--- src/rtl/htr_pkg.sv ---
package htr_pkg;

   // Sensor plausibility window, raw units (both limits are errors)
   localparam logic signed [15:0] SENSOR_LOW_LIMIT  = -16'sd500;
   localparam logic signed [15:0] SENSOR_HIGH_LIMIT = 16'sd1300;

   // Restart delay scaling
   localparam logic [15:0] MS_PER_MINUTE = 16'd60000;

   // Over-temperature limit after reset
   localparam logic signed [11:0] OVERTEMP_LIMIT_RESET = 12'sd2000;

   // Register indexes on the csr port
   localparam int unsigned CSR_INDEX_W = 3;
   localparam int unsigned CSR_DATA_W  = 12;
   localparam logic [CSR_INDEX_W-1:0] REG_MODE_COOL      = 3'd0;
   localparam logic [CSR_INDEX_W-1:0] REG_TARGET_TEMP    = 3'd1;
   localparam logic [CSR_INDEX_W-1:0] REG_HYSTERESIS     = 3'd2;
   localparam logic [CSR_INDEX_W-1:0] REG_CALIB_OFFSET   = 3'd3;
   localparam logic [CSR_INDEX_W-1:0] REG_OVERTEMP_LIMIT = 3'd4;
   localparam logic [CSR_INDEX_W-1:0] REG_RESTART_DELAY  = 3'd5;

   typedef enum logic [1:0] {
      STATUS_NORMAL = 2'd0,
      STATUS_SENSOR = 2'd1,
      STATUS_ALARM  = 2'd2
   } status_type;

   typedef struct packed {
      logic               mode_cool;
      logic signed [11:0] target_temp;
      logic [7:0]         hysteresis;
      logic signed [9:0]  calib_offset;
      logic signed [11:0] overtemp_limit;
      logic [7:0]         restart_delay_min;
   } htr_cfg_type;

   typedef struct packed {
      logic               relay_drive;
      logic [31:0]        off_ts;
      logic signed [15:0] held_temp;
   } htr_state_type;

endpackage

--- src/rtl/htr_chan_if.sv ---
// Sample channel
interface htr_req_if;
   logic               valid;
   logic               ready;
   logic signed [15:0] sensor_raw;
   logic [31:0]        now_ms;

   modport source (output valid, output sensor_raw, output now_ms, input ready);
   modport sink   (input valid, input sensor_raw, input now_ms, output ready);
endinterface

// Result channel
interface htr_rsp_if;
   logic               valid;
   logic               ready;
   logic               relay_drive;
   logic [1:0]         status;
   logic signed [15:0] calibrated_temp;

   modport source (output valid, output relay_drive, output status, output calibrated_temp,
                   input ready);
   modport sink   (input valid, input relay_drive, input status, input calibrated_temp,
                   output ready);
endinterface

--- src/rtl/htr_eval.sv ---
module htr_eval (
   input  htr_pkg::htr_cfg_type   cfg,
   input  htr_pkg::htr_state_type state_cur,
   input  logic signed [15:0]     sensor_raw,
   input  logic [31:0]            now_ms,
   output htr_pkg::htr_state_type state_nxt,
   output htr_pkg::status_type    status
);
   import htr_pkg::*;

   logic               sensor_err;
   logic signed [15:0] sum;
   logic signed [16:0] held_x;
   logic signed [16:0] alarm_x;
   logic signed [13:0] tgt_w;
   logic signed [13:0] band_lo;
   logic signed [13:0] band_hi;
   logic signed [16:0] tgt_x;
   logic signed [16:0] lo_x;
   logic signed [16:0] hi_x;
   logic               alarm;
   logic               req_on;
   logic               req_off;
   logic [31:0]        elapsed;
   logic [23:0]        need_ms;
   logic               delay_ok;

   // Plausibility check and calibration
   assign sensor_err = (sensor_raw <= SENSOR_LOW_LIMIT) || (sensor_raw >= SENSOR_HIGH_LIMIT);
   assign sum        = sensor_raw + {{6{cfg.calib_offset[9]}}, cfg.calib_offset};
   assign held_x     = {sum[15], sum};
   assign alarm_x    = {{5{cfg.overtemp_limit[11]}}, cfg.overtemp_limit};
   assign alarm      = held_x >= alarm_x;

   // Hysteresis band edges
   assign tgt_w   = {{2{cfg.target_temp[11]}}, cfg.target_temp};
   assign band_lo = tgt_w - {6'd0, cfg.hysteresis};
   assign band_hi = tgt_w + {6'd0, cfg.hysteresis};
   assign tgt_x   = {{3{tgt_w[13]}}, tgt_w};
   assign lo_x    = {{3{band_lo[13]}}, band_lo};
   assign hi_x    = {{3{band_hi[13]}}, band_hi};

   // Restart delay, elapsed time wraps mod 2^32
   assign need_ms  = 24'(cfg.restart_delay_min) * 24'(MS_PER_MINUTE);
   assign elapsed  = now_ms - state_cur.off_ts;
   assign delay_ok = elapsed >= {8'd0, need_ms};

   // Relay requests
   always_comb begin
      status  = STATUS_NORMAL;
      req_on  = 1'b0;
      req_off = 1'b0;
      if (sensor_err) begin
         status  = STATUS_SENSOR;
         req_off = 1'b1;
      end else if (alarm) begin
         status  = STATUS_ALARM;
         req_off = 1'b1;
      end else if (!cfg.mode_cool) begin
         if (held_x <= lo_x) begin
            req_on = 1'b1;
         end else if (held_x >= tgt_x) begin
            req_off = 1'b1;
         end
      end else begin
         if (held_x >= hi_x) begin
            req_on = 1'b1;
         end else if (held_x <= tgt_x) begin
            req_off = 1'b1;
         end
      end
   end

   // Next relay state, off stamp and held temperature
   always_comb begin
      state_nxt = state_cur;
      if (!sensor_err) begin
         state_nxt.held_temp = sum;
      end
      if (req_off && state_cur.relay_drive) begin
         state_nxt.relay_drive = 1'b0;
         state_nxt.off_ts      = now_ms;
      end else if (req_on && !state_cur.relay_drive && delay_ok) begin
         state_nxt.relay_drive = 1'b1;
      end
   end

endmodule

--- src/rtl/hysteresis_thermostat_relay.sv ---
// Channel  Dir  Handshake          Word
// req_if   in   valid/ready        sensor_raw (s16), now_ms (u32)
// rsp_if   out  valid/ready        relay_drive (1), status (2), calibrated_temp (s16)
// csr      in   csr_we, no wait    csr_index (3), csr_wdata (12)
//
// One word per cycle sustained while the result register can drain; a sample taken into
// the input stage moves on from there to the result register.
// The relay, off stamp and held temperature are computed combinationally in htr_eval and registered in state_ff.
// Reset (synchronous) clears the stages and state; the over-temperature limit comes up at 2000.
// An input stage and the result register decouple the sides: req_if.ready drops
// only when both hold a word and rsp_if.ready is low.
module hysteresis_thermostat_relay (
   input  logic                                 clock,
   input  logic                                 reset,
   htr_req_if.sink                              req_if,
   htr_rsp_if.source                            rsp_if,
   input  logic                                 csr_we,
   input  logic [htr_pkg::CSR_INDEX_W-1:0]      csr_index,
   input  logic [htr_pkg::CSR_DATA_W-1:0]       csr_wdata
);
   import htr_pkg::*;

   htr_cfg_type        cfg_ff, cfg_in;
   htr_state_type      state_ff, state_in;
   htr_state_type      state_eval;
   status_type         status_eval;

   logic               s1_valid_ff, s1_valid_in;
   logic signed [15:0] s1_raw_ff, s1_raw_in;
   logic [31:0]        s1_now_ff, s1_now_in;

   logic               rsp_valid_ff, rsp_valid_in;
   logic               rsp_relay_ff, rsp_relay_in;
   status_type         rsp_status_ff, rsp_status_in;
   logic signed [15:0] rsp_temp_ff, rsp_temp_in;

   logic               out_open;
   logic               s1_move;
   logic               req_take;

   // Configuration writes
   always_comb begin
      cfg_in = cfg_ff;
      if (csr_we) begin
         case (csr_index)
            REG_MODE_COOL:      cfg_in.mode_cool         = csr_wdata[0];
            REG_TARGET_TEMP:    cfg_in.target_temp       = csr_wdata[11:0];
            REG_HYSTERESIS:     cfg_in.hysteresis        = csr_wdata[7:0];
            REG_CALIB_OFFSET:   cfg_in.calib_offset      = csr_wdata[9:0];
            REG_OVERTEMP_LIMIT: cfg_in.overtemp_limit    = csr_wdata[11:0];
            REG_RESTART_DELAY:  cfg_in.restart_delay_min = csr_wdata[7:0];
            default:            cfg_in = cfg_ff;
         endcase
      end
   end

   // Flow control
   assign out_open      = !rsp_valid_ff || rsp_if.ready;
   assign s1_move       = s1_valid_ff && out_open;
   assign req_if.ready  = !s1_valid_ff || out_open;
   assign req_take      = req_if.valid && req_if.ready;

   // Input stage
   always_comb begin
      s1_valid_in = s1_valid_ff;
      s1_raw_in   = s1_raw_ff;
      s1_now_in   = s1_now_ff;
      if (req_if.ready) begin
         s1_valid_in = req_if.valid;
      end
      if (req_take) begin
         s1_raw_in = req_if.sensor_raw;
         s1_now_in = req_if.now_ms;
      end
   end

   htr_eval u_eval (
      .cfg        (cfg_ff),
      .state_cur  (state_ff),
      .sensor_raw (s1_raw_ff),
      .now_ms     (s1_now_ff),
      .state_nxt  (state_eval),
      .status     (status_eval)
   );

   // State and result register
   always_comb begin
      state_in      = state_ff;
      rsp_valid_in  = rsp_valid_ff;
      rsp_relay_in  = rsp_relay_ff;
      rsp_status_in = rsp_status_ff;
      rsp_temp_in   = rsp_temp_ff;
      if (out_open) begin
         rsp_valid_in = s1_valid_ff;
      end
      if (s1_move) begin
         state_in      = state_eval;
         rsp_relay_in  = state_eval.relay_drive;
         rsp_status_in = status_eval;
         rsp_temp_in   = state_eval.held_temp;
      end
   end

   always_ff @(posedge clock) begin
      if (reset) begin
         cfg_ff.mode_cool         <= 1'b0;
         cfg_ff.target_temp       <= '0;
         cfg_ff.hysteresis        <= '0;
         cfg_ff.calib_offset      <= '0;
         cfg_ff.overtemp_limit    <= OVERTEMP_LIMIT_RESET;
         cfg_ff.restart_delay_min <= '0;
         state_ff                 <= '0;
         s1_valid_ff              <= 1'b0;
         rsp_valid_ff             <= 1'b0;
      end else begin
         cfg_ff       <= cfg_in;
         state_ff     <= state_in;
         s1_valid_ff  <= s1_valid_in;
         rsp_valid_ff <= rsp_valid_in;
      end
   end

   always_ff @(posedge clock) begin
      s1_raw_ff     <= s1_raw_in;
      s1_now_ff     <= s1_now_in;
      rsp_relay_ff  <= rsp_relay_in;
      rsp_status_ff <= rsp_status_in;
      rsp_temp_ff   <= rsp_temp_in;
   end

   assign rsp_if.valid           = rsp_valid_ff;
   assign rsp_if.relay_drive     = rsp_relay_ff;
   assign rsp_if.status          = rsp_status_ff;
   assign rsp_if.calibrated_temp = rsp_temp_ff;

   // A fault or alarm word never reports the relay on
   a_fault_relay_off: assert property (@(posedge clock) disable iff (reset)
      (rsp_valid_ff && (rsp_status_ff != STATUS_NORMAL)) |-> !rsp_relay_ff)
      else $error("relay on with fault or alarm status");

   // Off stamp moves only together with a turn-off
   a_stamp_on_fall: assert property (@(posedge clock) disable iff (reset)
      (state_ff.off_ts != $past(state_ff.off_ts)) |-> $fell(state_ff.relay_drive))
      else $error("off stamp changed without turn-off");

   // Turn-on honors the restart delay
   a_turn_on_delay: assert property (@(posedge clock) disable iff (reset)
      $rose(state_ff.relay_drive) |->
         ($past(s1_now_ff - state_ff.off_ts) >=
          {8'd0, $past(24'(cfg_ff.restart_delay_min) * 24'(MS_PER_MINUTE))}))
      else $error("relay turned on before restart delay");

   // State moves only when a word goes to the result register
   a_state_on_move: assert property (@(posedge clock) disable iff (reset)
      !s1_move |=> $stable(state_ff))
      else $error("state changed without a word");

   // An empty result register never stalls the input
   a_ready_when_empty: assert property (@(posedge clock) disable iff (reset)
      !rsp_valid_ff |-> req_if.ready)
      else $error("input stalled with empty output");

endmodule
--- src/flat_wrapper.sv ---
// flat-port wrapper written by rule: the top's interface ports become plain ports
module hysteresis_thermostat_relay_flat import htr_pkg::*;
  (clock, reset, csr_we, csr_index, csr_wdata, req_if_valid, req_if_sensor_raw, req_if_now_ms, req_if_ready, rsp_if_valid, rsp_if_relay_drive, rsp_if_status, rsp_if_calibrated_temp, rsp_if_ready);
  htr_req_if req_if_i ();
  htr_rsp_if rsp_if_i ();
  input  logic clock;
  input  logic reset;
  input  logic csr_we;
  input  logic [htr_pkg::CSR_INDEX_W-1:0] csr_index;
  input  logic [htr_pkg::CSR_DATA_W-1:0] csr_wdata;
  input wire logic [$bits(req_if_i.valid)-1:0] req_if_valid;
  input wire logic [$bits(req_if_i.sensor_raw)-1:0] req_if_sensor_raw;
  input wire logic [$bits(req_if_i.now_ms)-1:0] req_if_now_ms;
  output wire logic [$bits(req_if_i.ready)-1:0] req_if_ready;
  output wire logic [$bits(rsp_if_i.valid)-1:0] rsp_if_valid;
  output wire logic [$bits(rsp_if_i.relay_drive)-1:0] rsp_if_relay_drive;
  output wire logic [$bits(rsp_if_i.status)-1:0] rsp_if_status;
  output wire logic [$bits(rsp_if_i.calibrated_temp)-1:0] rsp_if_calibrated_temp;
  input wire logic [$bits(rsp_if_i.ready)-1:0] rsp_if_ready;
  assign req_if_i.valid = req_if_valid;
  assign req_if_i.sensor_raw = req_if_sensor_raw;
  assign req_if_i.now_ms = req_if_now_ms;
  assign req_if_ready = req_if_i.ready;
  assign rsp_if_valid = rsp_if_i.valid;
  assign rsp_if_relay_drive = rsp_if_i.relay_drive;
  assign rsp_if_status = rsp_if_i.status;
  assign rsp_if_calibrated_temp = rsp_if_i.calibrated_temp;
  assign rsp_if_i.ready = rsp_if_ready;
  hysteresis_thermostat_relay u_core (.clock(clock), .reset(reset), .req_if(req_if_i), .rsp_if(rsp_if_i), .csr_we(csr_we), .csr_index(csr_index), .csr_wdata(csr_wdata));
endmodule
--- config.mk ---
export PLATFORM = sky130hd
export DESIGN_NAME = hysteresis_thermostat_relay_flat
export DESIGN_NICKNAME = d
export VERILOG_FILES = /design/src/rtl/htr_pkg.sv /design/src/rtl/htr_chan_if.sv /design/src/rtl/htr_eval.sv /design/src/rtl/hysteresis_thermostat_relay.sv /design/src/flat_wrapper.sv
export SDC_FILE = /design/constraint.sdc
export NUM_CORES = 1
export LEC_CHECK = 0
export ABC_CLOCK_PERIOD_IN_PS = 11820
export BUFFER_PORTS_ARGS = -buffer_cell sky130_fd_sc_hd__clkbuf_2
export CORE_MARGIN = 8
export CORE_UTILIZATION = 45
export CTS_BUF_LIST = sky130_fd_sc_hd__clkbuf_2
export CTS_CLUSTER_DIAMETER = 80
export DETAILED_ROUTE_END_ITERATION = 7
export MAX_ROUTING_LAYER = met4
export PLACE_DENSITY_LB_ADDON = 0.25
export SYNTH_ARGS = -nofsm -noshare
export SYNTH_HDL_FRONTEND = slang
export SYNTH_SLANG_ARGS = --single-unit
--- constraint.sdc ---
create_clock -name clock -period 11.82 [get_ports clock]
set_input_delay 0.591 -clock clock [delete_from_list [all_inputs] [get_ports clock]]
set_output_delay 0.591 -clock clock [all_outputs]
set_load 0.05 [all_outputs]
==> flow_summary.json, run 1 <==
{
  "outcome": "finished clean",
  "first_global_vias": 10510,
  "async_flop_share_pct": 0,
  "drt-pass1-iter-count": 4,
  "cp_data_required_time_ns": 12.51,
  "regToRegSetupSlack_ns": 5.90,
  "synth_seq_area_share_pct": 31.60,
  "wire_per_inst_um": 16.29,
  "cp_slowest_cell": "xnor2_1",
  "postSynthNetCount": 1718,
  "grt_pass1_wl_um": 52830,
  "critPathBufInv": 2,
  "synth_edf_count": 67,
  "dr_total_vias": 10377,
  "io_buffers": 88,
  "r2r_cells": 22,
  "whs_endpoint": "u_core.cfg_ff[26]",
  "critPathMaxFanout": 28,
  "fin_ws_ns": 5.899,
  "avgSynthCellArea_um2": 8.977,
  "synth.area.top_cells": "ha_1, dfxtp_1, edfxtp_1",
  "finalHoldViolations": 0,
  "drive_above_1_share_pct": 9.917,
  "crit_family": "compound AO/OA/AOI/OAI gates",
  "nNetsFinal": 1849,
  "r2r-end": "u_core.state_ff[21]",
  "yosysTopAreaCellShare_pct": 19.02,
  "hold_path.class": "in2reg",
  "post-route-drc-count": 0,
  "grt_use_total_pct": 20.00,
  "power_density_nw_per_um2": 85.88,
  "final_common_cell": "ha_1",
  "r2r_start": "u_core.s1_raw_ff[0]",
  "hpwl_um": 24680,
  "final_cell_mix": "ha_1, nand2_1, inv_1",
  "worstSetupStartpointType": "register",
  "hold_buffers": 60,
  "crit_chain": "ha_1 > inv_1 > fa_1 > nor2b_1 > o21ai_0 > a21boi_0 > o21a_1 > o21ai_0 > a211o_1 > nand3b_1 > a21oi_1 > xnor2_1 > ha_1 > and4_1 > a2111oi_0 > o211ai_1 > o32ai_1 > o32ai_2 > a21oi_4 > buf_4 > mux2i_1 > nor2_1",
  "ir_drop_mv": 0.09209,
  "synth.cell_area_um2": 12830,
  "crit_type": "reg2reg",
  "place_congestion": 0.9196,
  "cpPeakStageDelay_ns": 0.58,
  "post-cts-setup-buffers": 0,
  "clk_pin_slew_ns": 0.28,
  "wl_um": 31900,
  "crit_path_start": "u_core.s1_raw_ff[0]",
  "fin_tns_setup_ns": 0,
  "start_util_pct": 45.18,
  "synthFlopType": "dfxtp_1",
  "ys.warnings.count": 0,
  "arrival_ns": 6.61,
  "grt_max_degree": 71,
  "cts_sinks": 169,
  "die-area_um2": 34170,
  "fp.coreArea_um2": 28390,
  "end_kind": "register",
  "setup_viol_count_final": 0,
  "rows": 62,
  "worstHoldStart": "csr_wdata[6]",
  "period_needed_ns": 5.921,
  "yosys.cell_types.count": 81,
  "area_delta_synth_final_pct": 12.41,
  "maxSlewViolCount": 0,
  "fin_skew_ns": 0.06373,
  "timing.final.crit_share_pct": 50.09,
  "cts_buffer_depth": 2,
  "hold_ws_ns": 0.1170,
  "worstMarginPinSlew_ns": 0.9400,
  "drv_cap": 0,
  "fmax_mhz": 168.9,
  "finalPower_mw": 1.238,
  "tritoncts": "done",
  "dp_worst_setup_slack_ns": 5.879,
  "ioPinCount": 89,
  "die_w_um": 184.8,
  "cts_root_buffer": "clkbuf_2",
  "synthCells": 1429,
  "slew_headroom_pct": 36.88,
  "die_height_um": 184.8,
  "clk_latency_ns": 0.84,
  "ant_nets": 0,
  "ys_ff_latch": 169,
  "grt_overflow": 0,
  "cts_resized": 0,
  "cts_buffers": 17,
  "rsz0062_at_grt": "no",
  "final_cells": 1958,
  "antenna_found_initial": 1,
  "drt-initial-drc-count": 672,
  "vias_per_cell": 5.300,
  "holdPathStages": 3,
  "h-tree-depth": 4,
  "yosysTopAreaCell": "ha_1",
  "power.leakage_nw": 6.289,
  "dp_cells": 1865
}
per-stage QoR:
stage                     utilization, %  instance area [um^2]
after global routing               50.79                 14420
after global placement             47.99                 13620
after detailed placement           47.99                 13620
after floorplan                        -                 12830
after CTS                          50.78                 14420
final                              50.79                 14420
routing by layer:
| layer | track usage, % | vias up | part of all wire, % |
|---|---|---|---|
| li1 | - | 5264 | - |
| met1 | 24.55 | 4889 | 47 |
| met2 | 33.20 | 177 | 47 |
| met3 | 3.295 | 47 | 3.6 |
| met4 | 6.562 | 0 | 2.5 |
| met5 | - | - | 0 |
worst register-to-register path: stages (launching register included):
cell       delay [ns]
edfxtp_1         0.42
ha_1             0.18
inv_1            0.06
fa_1             0.40
nor2b_1          0.12
o21ai_0          0.10
a21boi_0         0.31
o21a_1           0.17
o21ai_0          0.13
a211o_1          0.34
nand3b_1         0.09
a21oi_1          0.08
xnor2_1          0.58
ha_1             0.37
and4_1           0.17
a2111oi_0        0.41
o211ai_1         0.15
o32ai_1          0.36
o32ai_2          0.19
a21oi_4          0.33
buf_4            0.50
mux2i_1          0.27
nor2_1           0.05
worst max path at each step:
stage                                           end  slack [ns]  depth (start not counted)
final                           u_core.state_ff[21]        5.90                         22
after floorplan           u_core.rsp_if.relay_drive        6.35                         25
after CTS                 u_core.rsp_if.relay_drive        5.85                         25
after detailed placement  u_core.rsp_if.relay_drive        5.88                         25
after global routing      u_core.rsp_if.relay_drive        5.41                         25
after global placement    u_core.rsp_if.relay_drive        6.01                         25
where the power goes:
part | switching, mW | total, mW | internal [mW]
Clock | 0.218 | 0.274 | 0.0563
Sequential | 0.0137 | 0.641 | 0.627
Combinational | 0.187 | 0.323 | 0.136
Total | 0.419 | 1.24 | 0.819
sequential cells by signal, summed over array words and instances, names as in the netlist:
| name | flops |
|---|---|
| u_core.cfg_ff | 51 |
| u_core.rsp_if.calibrated_temp | 16 |
| u_core.rsp_if.relay_drive | 1 |
| u_core.rsp_if.status | 2 |
| u_core.rsp_if.valid | 1 |
| u_core.s1_now_ff | 32 |
| u_core.s1_raw_ff | 16 |
| u_core.s1_valid_ff | 1 |
| u_core.state_ff | 49 |
cell type report:
| cell class | instances | area [um^2] |
|---|---|---|
| fill | 2720 | 13970 |
| multi-input combinational | 1078 | 8077 |
| sequential | 169 | 4054 |
| timing repair buffer | 154 | 1089 |
| inverter | 140 | 525.5 |
| tap | 384 | 480.5 |
| clock inverter | 14 | 102.6 |
| clock buffer | 18 | 90.09 |
| antenna | 1 | 2.502 |
kinds of logic after synthesis:
group	after synthesis	synth area share, %
buf+inv	182	5.627
xor+xnor	68	4.643
compound gates	304	15.57
simple gates	443	16.18
mux	42	3.306
flops	169	31.60
fa+ha+maj	221	23.08
Yosys cell counts, drive strengths merged (3+ instances only):
master and n:
nor3 30, nor4b 3, a21oi 119, nand2 167
o31ai 4, nor2 121, o211ai 15, a21boi 3
mux2i 39, o21ai 39, a41oi 3, a211o 4
a21o 41, a31oi 7, clkbuf 31, xnor2 42
inv 140, nand3b 4, nor2b 21, dfxtp 102
fa 26, xor2 26, o21a 20, nor4 3
or2 9, o41ai 4, o2111ai 3, a211oi 3
and4 8, nand3 19, edfxtp 67, a31o 3
and3 6, and2 5, buf 11, mux2 3
o21bai 15, a221o 3, nand2b 12, or3 5
ha 195, nand4 20
Note: power is estimated with default switching activity, not from simulation.
==> inputs of run 2 (changes only) <==
ABC_CLOCK_PERIOD_IN_PS = 6050   (was 11820)
clock period = 6.05 ns   (was 11.82 ns; I/O delays follow)
==> run 2 against run 1 <==
  * Flip-flop and latch count unchanged
  * Hold slack better by 0.041 ns
  * Total power up 100%
  * Global-route usage down 0.15 points
  * First-iteration DRC count down 26%
  * Cell count up 0.97%
  * Die area unchanged
  * Setup slack worse by 5.5 ns
  * Critical endpoint is now u_core.rsp_if.relay_drive
==> flow_summary.json, run 2 (same netlist as run 1, synthesis figures left out) <==
{
  "wire_per_inst_um": 16.16,
  "arrival_ns": 6.36,
  "final_cells": 1977,
  "grt_max_degree": 98,
  "cts_resized": 0,
  "cp_data_required_time_ns": 6.71,
  "hpwl_um": 24680,
  "clk_pin_slew_ns": 0.29,
  "crit_path_start": "u_core.cfg_ff[6]",
  "maxSlewViolCount": 0,
  "grt_pass1_wl_um": 52580,
  "area_delta_synth_final_pct": 14.24,
  "end_kind": "register",
  "power.leakage_nw": 6.416,
  "start_util_pct": 45.18,
  "drt-initial-drc-count": 499,
  "die_height_um": 184.8,
  "r2r_start": "u_core.cfg_ff[6]",
  "h-tree-depth": 4,
  "crit_type": "reg2reg",
  "fin_skew_ns": 0.04593,
  "reg_top3": "u_core.cfg_ff: 51 flops, u_core.state_ff: 49 flops, u_core.s1_now_ff: 32 flops",
  "fin_ws_ns": 0.3514,
  "first_global_vias": 10551,
  "die-area_um2": 34170,
  "r2r-end": "u_core.rsp_if.relay_drive",
  "clk_latency_ns": 0.85,
  "outcome": "finished clean",
  "post-cts-setup-buffers": 0,
  "die_w_um": 184.8,
  "power_density_nw_per_um2": 173.1,
  "fmax_mhz": 175.5,
  "drt-pass1-iter-count": 5,
  "dp_cells": 1875,
  "timing.final.crit_share_pct": 94.19,
  "setup_viol_count_final": 0,
  "wl_um": 31950,
  "regMostFlops": "u_core.cfg_ff",
  "tritoncts": "done",
  "final_cell_mix": "ha_1, nand2_1, inv_1",
  "hold_buffers": 69,
  "final_common_cell": "ha_1",
  "dp_worst_setup_slack_ns": 0.3674,
  "largest_reg_flops": 51,
  "fp.coreArea_um2": 28390,
  "rows": 62,
  "regToRegSetupSlack_ns": 0.35,
  "ioPinCount": 89,
  "whs_endpoint": "u_core.s1_raw_ff[7]",
  "io_buffers": 88,
  "slew_headroom_pct": 31.13,
  "r2r_cells": 25,
  "critPathMaxFanout": 4,
  "hold_path.class": "in2reg",
  "nNetsFinal": 1868,
  "period_needed_ns": 5.699,
  "ir_drop_mv": 0.1897,
  "worstHoldStart": "req_if_sensor_raw[7]",
  "cts_root_buffer": "clkbuf_2",
  "cts_sinks": 169,
  "drive_above_1_share_pct": 10.43,
  "place_congestion": 0.9361,
  "holdPathStages": 2,
  "drv_cap": 0,
  "worstSetupStartpointType": "register",
  "dr_total_vias": 10463,
  "antenna_found_initial": 1,
  "finalHoldViolations": 0,
  "ant_nets": 0,
  "grt_overflow": 0,
  "cts_buffer_depth": 2,
  "worstMarginPinSlew_ns": 1.033,
  "rsz0062_at_grt": "no",
  "cts_buffers": 17,
  "post-route-drc-count": 0,
  "grt_use_total_pct": 19.85,
  "fin_tns_setup_ns": 0,
  "vias_per_cell": 5.292
}
## run 2: cell count changes in the layout (fill, tap and decap cells not counted), moves of 4 or more
cell	previous run	this run
dlygate4sd3_1	60	69
inv_6	1	5
buf_4	7	16
clkinv_4	6	2
## run 2: routing by layer
layer	part of all wire (%)	global-route usage (%)	vias up
met4	2.4	6.786	0
li1	-	-	5296
met2	48	33.16	181
met3	3.2	2.727	53
met1	47	24.41	4933
met5	0	-	-
## run 2: power by group
| part | internal (mW) | leakage [nW] | switching, mW | total, mW |
|---|---|---|---|---|
| clock network | 0.202 | 0.151 | 0.443 | 0.645 |
| registers | 1.23 | 1.48 | 0.0262 | 1.25 |
| logic | 0.274 | 4.79 | 0.366 | 0.640 |
## run 2: worst max-delay path by stage
stage / endpoint / slack, ns
2_1_floorplan: u_core.rsp_if.relay_drive / 0.58
3_3_place_gp: u_core.rsp_if.relay_drive / 0.47
3_5_place_dp: u_core.rsp_if.relay_drive / 0.37
4_1_cts: u_core.rsp_if.relay_drive / 0.35
5_1_grt: u_core.rsp_if.relay_drive / 0.05
6_report: u_core.rsp_if.relay_drive / 0.35
## run 2: stage by stage
step                      hold WS [ns]  area, um^2  power, mW  utilization [%]
after floorplan                 0.4014       12830      1.702                -
after global placement          0.4449       13710      1.863            48.29
after detailed placement        0.4481       13710      1.875            48.29
after global routing           0.06117       14660      2.692            51.62
after CTS                      0.02784       14650      2.565            51.61
final                           0.1583       14660      2.537            51.62
## run 2: cell type report
cell class | count | area, um^2
Multi-Input combinational cell | 1078 | 8077
Clock inverter | 15 | 165.2
Tap cell | 384 | 480.5
Timing Repair Buffer | 173 | 1266
Inverter | 140 | 525.5
Fill cell | 2670 | 13740
Sequential cell | 169 | 4054
Clock buffer | 17 | 85.08
Antenna cell | 1 | 2.502
## run 2: worst max-delay path, stage by stage, from the launching register on
cell and delay, ns:
dfxtp_1 0.44, ha_1 0.28, ha_1 0.28, inv_1 0.05, fa_1 0.49, inv_1 0.05, fa_1 0.49, ha_1 0.35
nor3b_1 0.16, o21a_1 0.18, nor2_1 0.09, nor2_1 0.06, o21a_1 0.17, o21ai_0 0.24, a21oi_1 0.17, a211o_1 0.28
a21oi_1 0.17, xor2_1 0.18, ha_1 0.26, a21oi_1 0.13, nor2b_1 0.06, a311oi_1 0.26, o2111ai_1 0.16, nor4_2 0.20
nand4_1 0.13, a32o_1 0.21
==> inputs of run 3 (changes only) <==
ABC_CLOCK_PERIOD_IN_PS = 6500   (was 6050)
PLACE_DENSITY = 0.6   (was default)
PLACE_DENSITY_LB_ADDON = default   (was 0.25)
clock period = 6.5 ns   (was 6.05 ns; I/O delays follow)
==> run 3 against run 2 <==
  * Cell count is essentially flat
  * Via count down 0.30%
  * Setup slack better by 0.20 ns
  * Register-to-register slack improved by 0.20 ns
  * Count of clock-buffer cells in the layout rose by 1
  * Largest power group unchanged
  * Core utilization is 0.11 points lower
  * First-iteration DRC count up 24%
  * Critical path depth stayed put
  * Sequential share of layout area is 0.059 points higher
  * Clock power decreased by 11%
==> flow_summary.json, run 3 (same netlist as run 1, synthesis figures left out) <==
{
  "largest_reg_flops": 51,
  "ant_nets": 0,
  "worstMarginPinSlew_ns": 0.8624,
  "r2r_cells": 25,
  "ioPinCount": 89,
  "outcome": "finished clean",
  "place_congestion": 0.8892,
  "rows": 62,
  "worstSetupStartpointType": "register",
  "fin_skew_ns": 0.05688,
  "wire_per_inst_um": 16.24,
  "end_kind": "register",
  "slew_headroom_pct": 42.09,
  "regMostFlops": "u_core.cfg_ff",
  "setup_viol_count_final": 0,
  "whs_endpoint": "u_core.s1_now_ff[22]",
  "r2r-end": "u_core.rsp_if.relay_drive",
  "start_util_pct": 45.18,
  "period_needed_ns": 5.947,
  "hold_path.class": "in2reg",
  "power.leakage_nw": 6.405,
  "wl_um": 32090,
  "arrival_ns": 6.54,
  "clk_pin_slew_ns": 0.30,
  "dp_cells": 1869,
  "io_buffers": 88,
  "final_common_cell": "ha_1",
  "fp.coreArea_um2": 28390,
  "dr_total_vias": 10432,
  "clk_latency_ns": 0.81,
  "area_delta_synth_final_pct": 14.00,
  "fillerInstances": 2713,
  "drive_above_1_share_pct": 10.06,
  "grt_pass1_wl_um": 52700,
  "cts_sinks": 169,
  "maxSlewViolCount": 0,
  "die_w_um": 184.8,
  "tritoncts": "done",
  "finalHoldViolations": 0,
  "post-route-drc-count": 0,
  "cp_data_required_time_ns": 7.10,
  "drt-initial-drc-count": 619,
  "regToRegSetupSlack_ns": 0.55,
  "die-area_um2": 34170,
  "cts_buffers": 17,
  "final_cell_mix": "ha_1, nand2_1, inv_1",
  "cp_slowest_cell": "dfxtp_1",
  "die_height_um": 184.8,
  "reg_top3": "u_core.cfg_ff: 51 flops, u_core.state_ff: 49 flops, u_core.s1_now_ff: 32 flops",
  "power_density_nw_per_um2": 159.8,
  "worstHoldStart": "req_if_now_ms[22]",
  "ir_drop_mv": 0.1785,
  "grt_max_degree": 67,
  "hpwl_um": 24590,
  "fmax_mhz": 168.1,
  "cts_buffer_depth": 2,
  "drv_cap": 0,
  "fin_tns_setup_ns": 0,
  "first_global_vias": 10463,
  "critPathMostFrequentCell": "ha_1",
  "final_cells": 1976,
  "crit_path_start": "u_core.cfg_ff[6]",
  "cpPeakStageDelay_ns": 0.61,
  "rsz0062_at_grt": "no",
  "holdPathStages": 2,
  "timing.final.crit_share_pct": 91.50,
  "r2r_start": "u_core.cfg_ff[6]",
  "antenna_found_initial": 1,
  "grt_use_total_pct": 19.73,
  "critPathMaxFanout": 8,
  "grt_overflow": 0,
  "vias_per_cell": 5.279,
  "cts_root_buffer": "clkbuf_2",
  "cts_resized": 0,
  "drt-pass1-iter-count": 5,
  "nNetsFinal": 1867,
  "crit_type": "reg2reg",
  "h-tree-depth": 4
}
## run 3: area by class of cell
cell class | count | area [um^2] | share of cell area, %
Multi-Input combinational cell | 1078 | 8077 | 55.23
Sequential cell | 169 | 4054 | 27.72
Timing Repair Buffer | 172 | 1259 | 8.607
Inverter | 140 | 525.5 | 3.593
Tap cell | 384 | 480.5 | 3.285
Clock inverter | 14 | 136.4 | 0.9326
Clock buffer | 18 | 90.09 | 0.6160
Antenna cell | 1 | 2.502 | 0.01711
## run 3: per-layer routing
layer | vias to the layer above | track usage (%) | wire (um)
li1 | 5285 | - | -
met1 | 4939 | 23.42 | 14280
met2 | 182 | 35.28 | 16490
met3 | 26 | 2.785 | 965
met4 | 0 | 3.905 | 350
met5 | - | - | 0
## run 3: timing repair
item                       CTS  global route
hold buffers                74             0
hold endpoints to repair   101             0
setup buffers                0             0
setup endpoints to repair    0             0
## run 3: report_power, final
group          internal [mW]  switching [mW]  leakage (nW)
logic                  0.254           0.342          4.79
registers               1.14          0.0250          1.48
clock network          0.152           0.422         0.141
## run 3: worst max path at each step
stage / slack [ns] / endpoint
global route: 0.14 / u_core.rsp_if.relay_drive
floorplan: 1.03 / u_core.rsp_if.relay_drive
global placement: 0.73 / u_core.rsp_if.relay_drive
finish: 0.55 / u_core.rsp_if.relay_drive
detailed placement: 0.56 / u_core.rsp_if.relay_drive
CTS: 0.52 / u_core.rsp_if.relay_drive
## run 3: per-stage QoR
step / worst slack (ns) / instance area (um^2) / hold slack (ns) / power (mW) / utilization (%)
floorplan: 1.033 / 12830 / 0.4239 / 1.584 / -
global placement: 0.7297 / 13650 / 0.4425 / 1.737 / 48.09
detailed placement: 0.5626 / 13650 / 0.4469 / 1.746 / 48.09
CTS: 0.5156 / 14620 / 0.1106 / 2.367 / 51.50
global route: 0.1354 / 14620 / 0.1095 / 2.483 / 51.51
finish: 0.5526 / 14620 / 0.2141 / 2.337 / 51.51
## run 3: worst max-delay path: cells and delay by family (launching register included)
| kind | cells | cell delay, ns |
|---|---|---|
| simple gates | 6 | 0.72 |
| flops | 1 | 0.61 |
| fa+ha+maj | 6 | 2.20 |
| buf+inv | 2 | 0.10 |
| compound gates | 10 | 1.91 |
| xor+xnor | 1 | 0.18 |
